**src/design/assert_macros.svh**
```systemverilog
// assertion macros used by the matcher core design file
`ifndef ASSERT_MACROS_SVH
`define ASSERT_MACROS_SVH

// condition holds in the same cycle
`define ORM_ASSERT_IMP(name, cond, prop) \
   name: assert property (@(posedge clock) disable iff (reset) (cond) |-> (prop)) \
      else $error("assertion failed");

// condition holds in the next cycle
`define ORM_ASSERT_NEXT(name, cond, prop) \
   name: assert property (@(posedge clock) disable iff (reset) (cond) |=> (prop)) \
      else $error("assertion failed");

`endif

```
**src/design/orm_pkg.sv**
```systemverilog
// types and constants of the online ranking matcher
package orm_pkg;

   localparam logic [1:0] KIND_START    = 2'd0;
   localparam logic [1:0] KIND_RANK     = 2'd1;
   localparam logic [1:0] KIND_FALLBACK = 2'd2;
   localparam logic [1:0] KIND_ARRIVAL  = 2'd3;

   localparam logic [6:0] ACTIVE_RESET = 7'd64;

   typedef struct packed {
      logic [1:0]  kind;
      logic [5:0]  position;
      logic [5:0]  vertex;
      logic [63:0] neighbor_mask;
   } req_type;

   typedef struct packed {
      logic       matched;
      logic [5:0] matched_vertex;
      logic       by_rank;
      logic [6:0] rank1_count;
   } rsp_type;

   typedef struct packed {
      logic       valid;
      logic       found;
      logic [5:0] best;
      logic [5:0] rank;
   } token_type;

   typedef struct packed {
      logic       clear;
      logic       set;
      logic [5:0] set_vertex;
      logic       load;
      logic [5:0] load_vertex;
      logic [5:0] load_rank;
   } cell_ctl_type;

   typedef enum logic [1:0] {
      ST_IDLE,
      ST_SCAN,
      ST_FALLBACK
   } state_type;

endpackage

```
**src/design/online_ranking_matcher_core.sv**
```systemverilog
// top level of the online ranking matcher
//
//   channel  ports                       handshake
//   request  start, busy, req_word       taken when start and not busy
//   result   rsp_strobe, rsp_word        one-cycle strobe, no back pressure
//   csr      csr_valid, csr_ready, csr_data  taken when valid and ready
//
// load and start words leave the block idle
// an arrival walks a token down the row of VERTICES cells,
// then the fallback walk reads one fallback entry per cycle
// the result strobe is high in the first cycle with busy low
// synchronous reset clears used flags, pointer and count, and sets the active count to 64
`include "assert_macros.svh"

module online_ranking_matcher_core #(
   parameter int VERTICES = 64
) (
   input  logic             clock,
   input  logic             reset,
   input  logic             start,
   output logic             busy,
   input  orm_pkg::req_type req_word,
   output logic             rsp_strobe,
   output orm_pkg::rsp_type rsp_word,
   input  logic             csr_valid,
   output logic             csr_ready,
   input  logic [6:0]       csr_data
);
   import orm_pkg::*;

   localparam int IDX_W = (VERTICES > 1) ? $clog2(VERTICES) : 1;

   state_type    state_ff;
   state_type    state_in;
   logic [6:0]   active_ff;
   logic [6:0]   active_n;
   logic [6:0]   ptr_ff;
   logic [6:0]   ptr_in;
   logic [6:0]   ptr_nx;
   logic [6:0]   rank1_ff;
   logic [6:0]   rank1_in;
   logic [6:0]   rank1_inc;
   logic [63:0]  mask_ff;
   logic [63:0]  mask_in;
   token_type    launch_ff;
   token_type    launch_in;
   rsp_type      rsp_ff;
   rsp_type      rsp_in;
   logic         rsp_strobe_ff;
   logic         rsp_strobe_in;
   cell_ctl_type ctl;
   logic         accept;
   logic         in_range;
   logic         fb_we;
   logic [5:0]   fb_mem [VERTICES];
   logic [5:0]   fb_rd_ff;
   logic         fb_used;
   logic [VERTICES-1:0] used_vec;
   logic [VERTICES-1:0] tok_valid;
   token_type    tok_chain [VERTICES+1];
   token_type    last_tok;

   assign accept    = start && !busy;
   assign busy      = (state_ff != ST_IDLE);
   assign csr_ready = 1'b1;
   assign active_n  = (active_ff > 7'(VERTICES)) ? 7'(VERTICES) : active_ff;
   assign in_range  = ({1'b0, req_word.position} < 7'(VERTICES)) &&
                      ({1'b0, req_word.vertex} < 7'(VERTICES));
   assign ptr_nx    = ptr_ff + 7'd1;
   assign rank1_inc = (rank1_ff == 7'h7F) ? rank1_ff : rank1_ff + 7'd1;
   assign fb_used   = used_vec[fb_rd_ff[IDX_W-1:0]];

   // row of vertex cells
   assign tok_chain[0] = launch_ff;
   for (genvar g = 0; g < VERTICES; g++) begin : g_cell
      orm_cell #(.INDEX(g)) u_cell (
         .clock    (clock),
         .reset    (reset),
         .ctl      (ctl),
         .active_n (active_n),
         .mask_bit (mask_ff[g]),
         .tok_in   (tok_chain[g]),
         .tok_out  (tok_chain[g+1]),
         .used     (used_vec[g])
      );
      assign tok_valid[g] = tok_chain[g+1].valid;
   end
   assign last_tok = tok_chain[VERTICES];

   // next state
   always_comb begin
      state_in = state_ff;
      case (state_ff)
         ST_IDLE: begin
            if (accept && req_word.kind == KIND_ARRIVAL) begin
               state_in = ST_SCAN;
            end
         end
         ST_SCAN: begin
            if (last_tok.valid) begin
               if (last_tok.found || ptr_ff >= active_n) begin
                  state_in = ST_IDLE;
               end else begin
                  state_in = ST_FALLBACK;
               end
            end
         end
         ST_FALLBACK: begin
            if (!fb_used || ptr_nx >= active_n) begin
               state_in = ST_IDLE;
            end
         end
         default: state_in = ST_IDLE;
      endcase
   end

   // datapath control
   always_comb begin
      ctl           = '0;
      launch_in     = '0;
      mask_in       = mask_ff;
      ptr_in        = ptr_ff;
      rank1_in      = rank1_ff;
      rsp_strobe_in = 1'b0;
      rsp_in        = rsp_ff;
      fb_we         = 1'b0;
      case (state_ff)
         ST_IDLE: begin
            if (accept) begin
               case (req_word.kind)
                  KIND_START: begin
                     ctl.clear = 1'b1;
                     ptr_in    = '0;
                     rank1_in  = '0;
                  end
                  KIND_RANK: begin
                     ctl.load        = in_range;
                     ctl.load_vertex = req_word.vertex;
                     ctl.load_rank   = req_word.position;
                  end
                  KIND_FALLBACK: begin
                     fb_we = in_range;
                  end
                  KIND_ARRIVAL: begin
                     launch_in.valid = 1'b1;
                     mask_in         = req_word.neighbor_mask;
                  end
                  default: ;
               endcase
            end
         end
         ST_SCAN: begin
            if (last_tok.valid) begin
               if (last_tok.found) begin
                  ctl.set        = 1'b1;
                  ctl.set_vertex = last_tok.best;
                  rank1_in       = rank1_inc;
                  rsp_strobe_in  = 1'b1;
                  rsp_in         = '{1'b1, last_tok.best, 1'b1, rank1_inc};
               end else if (ptr_ff >= active_n) begin
                  rsp_strobe_in = 1'b1;
                  rsp_in        = '{1'b0, 6'd0, 1'b0, rank1_ff};
               end
            end
         end
         ST_FALLBACK: begin
            ptr_in = ptr_nx;
            if (fb_used) begin
               if (ptr_nx >= active_n) begin
                  rsp_strobe_in = 1'b1;
                  rsp_in        = '{1'b0, 6'd0, 1'b0, rank1_ff};
               end
            end else begin
               ctl.set        = 1'b1;
               ctl.set_vertex = fb_rd_ff;
               rsp_strobe_in  = 1'b1;
               rsp_in         = '{1'b1, fb_rd_ff, 1'b0, rank1_ff};
            end
         end
         default: ;
      endcase
   end

   always_ff @(posedge clock) begin
      if (reset) begin
         state_ff      <= ST_IDLE;
         active_ff     <= ACTIVE_RESET;
         ptr_ff        <= '0;
         rank1_ff      <= '0;
         launch_ff     <= '0;
         rsp_strobe_ff <= 1'b0;
      end else begin
         state_ff      <= state_in;
         ptr_ff        <= ptr_in;
         rank1_ff      <= rank1_in;
         launch_ff     <= launch_in;
         rsp_strobe_ff <= rsp_strobe_in;
         if (csr_valid && csr_ready) begin
            active_ff <= csr_data;
         end
      end
   end

   always_ff @(posedge clock) begin
      mask_ff <= mask_in;
      rsp_ff  <= rsp_in;
   end

   // fallback order table, read at the next pointer value
   always_ff @(posedge clock) begin
      if (fb_we) begin
         fb_mem[req_word.position[IDX_W-1:0]] <= req_word.vertex;
      end
      fb_rd_ff <= fb_mem[ptr_in[IDX_W-1:0]];
   end

   assign rsp_strobe = rsp_strobe_ff;
   assign rsp_word   = rsp_ff;

   `ORM_ASSERT_IMP(a_token_single, 1'b1, $onehot0(tok_valid))
   `ORM_ASSERT_NEXT(a_rsp_after_busy, rsp_strobe_in, rsp_strobe && !busy)
   `ORM_ASSERT_IMP(a_rank_implies_match, rsp_strobe && rsp_word.by_rank, rsp_word.matched)
   `ORM_ASSERT_IMP(a_unmatched_zero,
      rsp_strobe && !rsp_word.matched, rsp_word.matched_vertex == 6'd0)

endmodule

```
**src/design/orm_cell.sv**
```systemverilog
// one offline vertex: used flag, rank and one step of the best-neighbor scan
module orm_cell #(
   parameter int INDEX = 0
) (
   input  logic                  clock,
   input  logic                  reset,
   input  orm_pkg::cell_ctl_type ctl,
   input  logic [6:0]            active_n,
   input  logic                  mask_bit,
   input  orm_pkg::token_type    tok_in,
   output orm_pkg::token_type    tok_out,
   output logic                  used
);
   import orm_pkg::*;

   logic       used_ff;
   logic       used_in;
   logic [5:0] rank_ff;
   token_type  tok_ff;
   token_type  tok_in_next;
   logic       hit;
   logic       take;

   always_comb begin
      used_in = used_ff;
      if (ctl.clear) begin
         used_in = 1'b0;
      end else if (ctl.set && ctl.set_vertex == 6'(INDEX)) begin
         used_in = 1'b1;
      end
   end

   assign hit  = tok_in.valid && mask_bit && !used_ff && (7'(INDEX) < active_n);
   assign take = hit && (!tok_in.found || rank_ff < tok_in.rank);

   always_comb begin
      tok_in_next = tok_in;
      if (take) begin
         tok_in_next.found = 1'b1;
         tok_in_next.best  = 6'(INDEX);
         tok_in_next.rank  = rank_ff;
      end
   end

   always_ff @(posedge clock) begin
      if (reset) begin
         used_ff <= 1'b0;
         tok_ff  <= '0;
      end else begin
         used_ff <= used_in;
         tok_ff  <= tok_in_next;
      end
   end

   // rank table entry, undefined until loaded
   always_ff @(posedge clock) begin
      if (ctl.load && ctl.load_vertex == 6'(INDEX)) begin
         rank_ff <= ctl.load_rank;
      end
   end

   assign tok_out = tok_ff;
   assign used    = used_ff;

endmodule

```
**config.mk**
```make
export PLATFORM = sky130hd
export DESIGN_NAME = online_ranking_matcher_core
export DESIGN_NICKNAME = d
export VERILOG_FILES = /design/src/design/orm_pkg.sv /design/src/design/online_ranking_matcher_core.sv /design/src/design/orm_cell.sv
export VERILOG_INCLUDE_DIRS = /design/src /design/src/design
export SDC_FILE = /design/constraint.sdc
export NUM_CORES = 2
export LEC_CHECK = 0
export BUFFER_PORTS_ARGS = -buffer_cell sky130_fd_sc_hd__buf_2
export CAP_MARGIN = 20
export CORE_MARGIN = 1.5
export CORE_UTILIZATION = 56
export CTS_CLUSTER_DIAMETER = 50
export DETAILED_ROUTE_END_ITERATION = 7
export MAX_ROUTING_LAYER = met4
export PLACE_DENSITY = 0.78
export SLEW_MARGIN = 20
export SYNTH_ARGS = -nofsm -noshare
export SYNTH_HDL_FRONTEND = slang
export SYNTH_SLANG_ARGS = --single-unit
```
**constraint.sdc**
```tcl
create_clock -name clock -period 3.9 [get_ports clock]
set_input_delay 0.195 -clock clock [delete_from_list [all_inputs] [get_ports clock]]
set_output_delay 0.195 -clock clock [all_outputs]
set_load 0.02 [all_outputs]
```
After elaboration in Yosys (flattened, before gate mapping)
Memory sizes are Yosys's and may differ from the RTL's. A register that Yosys moved wholly into a read port is not among the register bits.
Index checks and enable logic that the tools add are counted.
W data, S select, Z words.
{"block": "totals", "register_bits": 1455, "mem_bits_rw": 384, "out_inout_bits": 18, "n_memories": 1}
{"block": "classes", "add_sub_neg": 2, "order_cmp": 132, "n_eq_ne": 140, "mux": 109, "bitwise": 2, "reduce_logical": 660}
{"memory": "fb_mem", "depth": 64, "word_bits": 6, "read_ports": 1, "rd_clocked_by_memory_dff": 1, "write_ports": 1, "line": "online_ranking_matcher_core.sv:55", "text": "logic [5:0] fb_mem [VERTICES];"}
{"op": "$mux W13", "count": 67}
{"op": "$logic_and A1 B1 Y1", "count": 386}
{"op": "$eq A6 B6 Y1 const B", "count": 64}
{"op": "$lt A6 B6 Y1", "count": 64}
{"op": "$lt A6 B7 Y1 const A", "count": 32}
{"op": "$eq A6 B5 Y1 const B", "count": 32}
{"op": "$logic_not A1 Y1", "count": 130}
{"op": "$reduce_or A2 Y1", "count": 64}
{"op": "$lt A5 B7 Y1 const A", "count": 16}
{"op": "$eq A6 B4 Y1 const B", "count": 16}
{"op": "$mux W7", "count": 11}
{"op": "$mux W15", "count": 5}
{"op": "$logic_or A1 B1 Y1", "count": 66}
{"op": "$lt A4 B7 Y1 const A", "count": 8}
{"op": "$eq A6 B3 Y1 const B", "count": 8}
{"op": "$pmux W7 S2", "count": 3}
{"op": "$pmux W15 S2", "count": 1}
{"op": "$lt A3 B7 Y1 const A", "count": 4}
{"op": "$eq A6 B2 Y1 const B", "count": 4}
{"op": "$mux W1", "count": 15}
{"op": "$add A7 B1 Y7 const B", "count": 2}
{"op": "$ge A7 B7 Y1", "count": 2}
{"op": "$lt A1 B7 Y1 const A", "count": 2}
{"op": "$lt A2 B7 Y1 const A", "count": 2}
{"op": "22 further kinds", "count": 41}

Depth between registers and ports, before layout
{"block": "depth", "word_depth": 7, "mapped_depth": 14, "mapped_depth_nobuf": 12}

Worst setup path before layout
No wires, ideal clock.
{"block": "synth_path", "path_type": "flip-flop to flip-flop", "start": "register state_ff[0]", "end": "register state_ff[1]", "setup_ns": 0.059, "arrival_ns": 4.230, "setup_slack_ns": -0.390, "path_stages_with_launch": 9, "n_path_buf": 0, "synth_period_minus_slack_ns": 4.290, "cell_sequence": "dfxtp_1 > inv_1 > ha_1 > nand3_1 > nor2_1 > o21ai_0 > a21oi_1 > mux2i_1 > and2_1"}
{"block": "synth_between", "elab_chain_cells": 6, "word_cells_on_any_way": 12, "cone_classes": "5 x eq/ne; 1 x mux; 6 x reduce/logical"}
{"element": "start, declared", "line": "online_ranking_matcher_core.sv:33", "text": "state_type state_ff;"}
{"element": "start signal, assigned", "line": "online_ranking_matcher_core.sv:193", "text": "state_ff <= state_in;"}
{"element": "$reduce_bool A2 Y1", "line": "online_ranking_matcher_core.sv:64", "text": "assign busy = (state_ff != ST_IDLE);"}
{"element": "$logic_not A1 Y1", "line": "online_ranking_matcher_core.sv:63", "text": "assign accept = start && !busy;"}
{"element": "$logic_and A1 B1 Y1", "line": "online_ranking_matcher_core.sv:63"}
{"element": "$logic_and A1 B1 Y1", "line": "online_ranking_matcher_core.sv:95", "text": "if (accept && req_word.kind == KIND_ARRIVAL) begin"}
{"element": "$ne A2 B2 Y1 (no line)"}
{"element": "$reduce_and A3 Y1 (no line)"}
Several ways; a longest one is shown, not always the timed one.
A chain may end at the register's enable or synchronous reset.

Worst setup path in the final report
{"block": "layout_path", "start": "register state_ff[0]", "end": "register g_cell[45].u_cell.rank_ff[4], enable pin"}
{"block": "layout_between", "elab_chain_cells": 7, "word_cells_on_any_way": 8, "cone_classes": "1 x eq/ne; 2 x mux; 5 x reduce/logical"}
{"element": "$reduce_bool A2 Y1", "line": "online_ranking_matcher_core.sv:64"}
{"element": "$logic_not A1 Y1", "line": "online_ranking_matcher_core.sv:63"}
{"element": "$logic_and A1 B1 Y1", "line": "online_ranking_matcher_core.sv:63"}
{"element": "$mux W13", "line": "online_ranking_matcher_core.sv:129", "text": "if (accept) begin"}
{"element": "$mux W13 *", "line": "online_ranking_matcher_core.sv:127", "text": "case (state_ff)"}
{"element": "$eq A6 B6 Y1", "line": "orm_cell.sv:57", "text": "if (ctl.load && ctl.load_vertex == 6'(INDEX)) begin"}
{"element": "$logic_and A1 B1 Y1 *", "line": "orm_cell.sv:57"}
{"element": "end signal, assigned", "line": "orm_cell.sv:58", "text": "rank_ff <= ctl.load_rank;"}
{"element": "end, declared", "line": "orm_cell.sv:18", "text": "logic [5:0] rank_ff;"}
Mark *: on every way between the ends. The rest lies on a longest branch, timed or not.

==> flow_metrics.tcl <==
set metrics [dict create \
    synth_edf_count 847 \
    ys_seq_elements 1769 \
    grt.overflow.total 0 \
    slowest_delay_ns 0.76 \
    cts_tree "built" \
    root_buffer "clkbuf_16" \
    ios 107 \
    cp_data_arrival_time_ns 3.89 \
    cp_common_cell "nand3_1" \
    min_from "req_word[76]" \
    synthArstFlopShare_pct 0 \
    seq_area_frac_synth_pct 63.3 \
    ff2ff_setup_slack_ns 0.46 \
    holdPathEnd "ptr_ff[6]$_SDFFE_PP0P_" \
    grt_use_total_pct 26.5 \
    start_util_pct 56.7 \
    grt_max_degree 225 \
    holdPathStages 4 \
    hold_violations 0 \
    final_common_cell "dfxtp_1" \
    die_w_um 355 \
    pre_cts_ws_ns 0.560 \
    clock_latency_ns 0.84 \
    crit_start "state_ff[0]$_SDFFE_PP0P_" \
    ys_warn_count 0 \
    antenna_found_initial 11 \
    drtIter0Drc 4385 \
    crit_type "flop to flop" \
    cp_num_buf_inv 1 \
    vias 44400 \
    worst_setup_path_end_kind "flop" \
    dr.pass1.iters 6 \
    layout_setup_ws_ns 0.462 \
    fmax_mhz 291 \
    synth.net_count 6262 \
    relSlewSlack_pct 21.6 \
    hold_class "input port to flop" \
    yosysUniqueCellTypes 70 \
    reg2regPathDepth 7 \
    floorplan.core_area_um2 122000 \
    drv_cap 0 \
    nets 6491 \
    gp_congestion 0.947 \
    die_h_um 355 \
    critical-path-top-delay-family "simple AND/OR/NAND/NOR gates" \
    period_minus_slack_ns 3.44 \
    syn2layout_area_growth_pct 13.6 \
    grt_pass1_wl_mm 249 \
    avgViaCountPerCell 5.65 \
    layout_common_cells "922 x dfxtp_1, 847 x edfxtp_1, 752 x nor2_1, 530 x inv_1, 383 x mux2i_1" \
    cts.clk_slew.worst_paths_ns 0.06 \
    die-area_um2 126000 \
    cts_num_sinks 1769 \
    cts_made_buffers 175 \
    setup_tns_ns 0 \
    post-route-period-util_pct 88.2 \
    num_rows 128 \
    drt.antenna.violating_nets 0 \
    drc 0 \
    fin_hold_ws_ns 0.0682 \
    start_kind "flop" \
    cts_buffer_depth 3 \
    setup_viol 0 \
    r2r_end "g_cell[45].u_cell.rank_ff[4]$_DFFE_PP_" \
    portBuffers 105 \
    syn-cell-area_um2 69400 \
    syn_area_per_cell_um2 11.9 \
    vdd_drop_max_mv 0.475 \
    nFillCells 8895 \
    post-cts-setup-buffer-count 0 \
    leakage_nw 31.4 \
    wirelength_mm 163 \
    finClkSkew_ns 0.0412 \
    rsz0062_at_grt "no" \
    wl_per_cell_um 20.8 \
    syn_inst 5839 \
    r2r-start "state_ff[0]$_SDFFE_PP0P_" \
    cellPowerDensity_nw_per_um2 470 \
    path_cells "inv_1 -> ha_1 -> nand3_1 -> nand2b_1 -> nor3b_1 -> nand3_1 -> nor2_1" \
    drv_slew 0 \
    worst_pin_slew_ns 1.17 \
    grt_pass1_vias 43500 \
    cp_slowest_cell "nor2_1" \
    crit_fanout 6 \
    status "finished clean" \
    drive_gt1_share_pct 9.04 \
    dp_hpwl_mm 108 \
    h-tree-depth 4 \
    worstPathRequired_ns 4.35 \
    yosys_most_used_dff "dfxtp_1" \
]
[stage by stage]
stage | cell area (um2) | util (%) | total power [mW] | instances
2_1_floorplan | 69400 | - | 20.2 | 5839
3_3_place_gp | 71900 | 58.8 | 20.6 | 7418
3_5_place_dp | 71900 | 58.8 | 20.6 | 7418
4_1_cts | 78700 | 64.3 | 37.2 | 7841
5_1_grt | 78800 | 64.4 | 38.0 | 7848
6_report | 78800 | 64.4 | 37.1 | 7850
[worst reg2reg max path, delay by kind of cell, from the launching register on]
kind	cells	cell delay, ns
and+or+nand+nor	5	2.38
DFF	1	0.31
buffers and inverters	1	0.09
adders and majority gates	1	0.28
[what timing repair did]
action / CTS / global route
hold endpoints to repair: 213 / 0
gates resized for setup: 0 / 0
hold buffers: 97 / 0
[area by class of cell]
type	count	area (um2)	share of cell area, %
Antenna cell	8	20.0	0.0254
Clock buffer	247	4960	6.30
Clock inverter	79	843	1.07
Inverter	531	1990	2.53
Multi-Input combinational cell	3278	22500	28.6
Sequential cell	1769	43900	55.7
Tap cell	1625	2030	2.58
Timing Repair Buffer	313	2500	3.18
[Yosys cell counts (all sizes together) (7+ instances only)]
library cell | count | area, um2
a22o | 40 | 350
edfxtp | 847 | 25400
a211oi | 85 | 638
or2 | 15 | 98.8
clkbuf | 225 | 845
and3 | 126 | 788
mux4 | 37 | 867
nor3 | 45 | 225
o21bai | 13 | 97.6
nand2b | 69 | 432
nor3b | 8 | 60.1
nand3 | 38 | 190
and2 | 99 | 619
o21ai | 98 | 509
inv | 531 | 1990
or4 | 7 | 52.6
nor2b | 79 | 494
nand4b | 8 | 70.1
a21boi | 8 | 63.8
buf | 36 | 193
nand2 | 289 | 1080
a2111oi | 11 | 96.3
a21o | 267 | 2000
a311oi | 36 | 315
mux2i | 384 | 3850
nor2 | 754 | 2830
a21oi | 285 | 1430
nand3b | 10 | 75.1
ha | 334 | 4180
dfxtp | 922 | 18500
o21a | 7 | 52.6
a31oi | 39 | 244
a22oi | 24 | 185
[worst max path at each step]
stage | end | slack [ns] | cells past startpoint
6_report | g_cell[45].u_cell.rank_ff[4]$_DFFE_PP_ | 0.46 | 7
2_1_floorplan | state_ff[1]$_SDFFE_PP0P_ | 0.72 | 8
3_5_place_dp | fb_rd_ff[1]$_DFF_P_ | 0.56 | 12
5_1_grt | fb_rd_ff[2]$_DFF_P_ | 0.29 | 12
4_1_cts | fb_rd_ff[1]$_DFF_P_ | 0.52 | 12
3_3_place_gp | fb_rd_ff[1]$_DFF_P_ | 0.57 | 12
[power by group]
group,internal (mW),total [mW],switching [mW]
Combinational,0.210,0.768,0.558
Clock,9.62,16.8,7.19
Sequential,19.4,19.5,0.0443
[cell families after synthesis]
family,after synthesis,synth area share (%)
xor gates and xnor gates,8,0.101
and+or+nand+nor,1572,10.4
buffers and inverters,792,4.37
muxes,425,6.86
adders and majority gates,334,6.03
AOI/OAI and AO/OA,938,8.95
other,1,0.00541
DFF,1769,63.3
[state kept, by name (all words and copies together), names as in the netlist]
signal,cells
rank1_ff,7
g_cell.u_cell.used,64
g_cell.u_cell.tok_out,827
rsp_strobe,1
fb_rd_ff,6
rsp_word,15
g_cell.u_cell.rank_ff,384
state_ff,2
ptr_ff,7
mask_ff,64
launch_ff,1
active_ff,7
fb_mem,384
[layer usage]
layer | wire length, um | GRT usage (%) | share of wire (%) | vias up
met4 | 6330 | 10.8 | 3.9 | 0
li1 | - | - | - | 20700
met1 | 70300 | 35.6 | 43 | 21700
met5 | 0 | - | 0 | -
met2 | 73900 | 39.8 | 45 | 1621
met3 | 12900 | 5.08 | 7.9 | 344
Power figures use the tool's default switching activity.
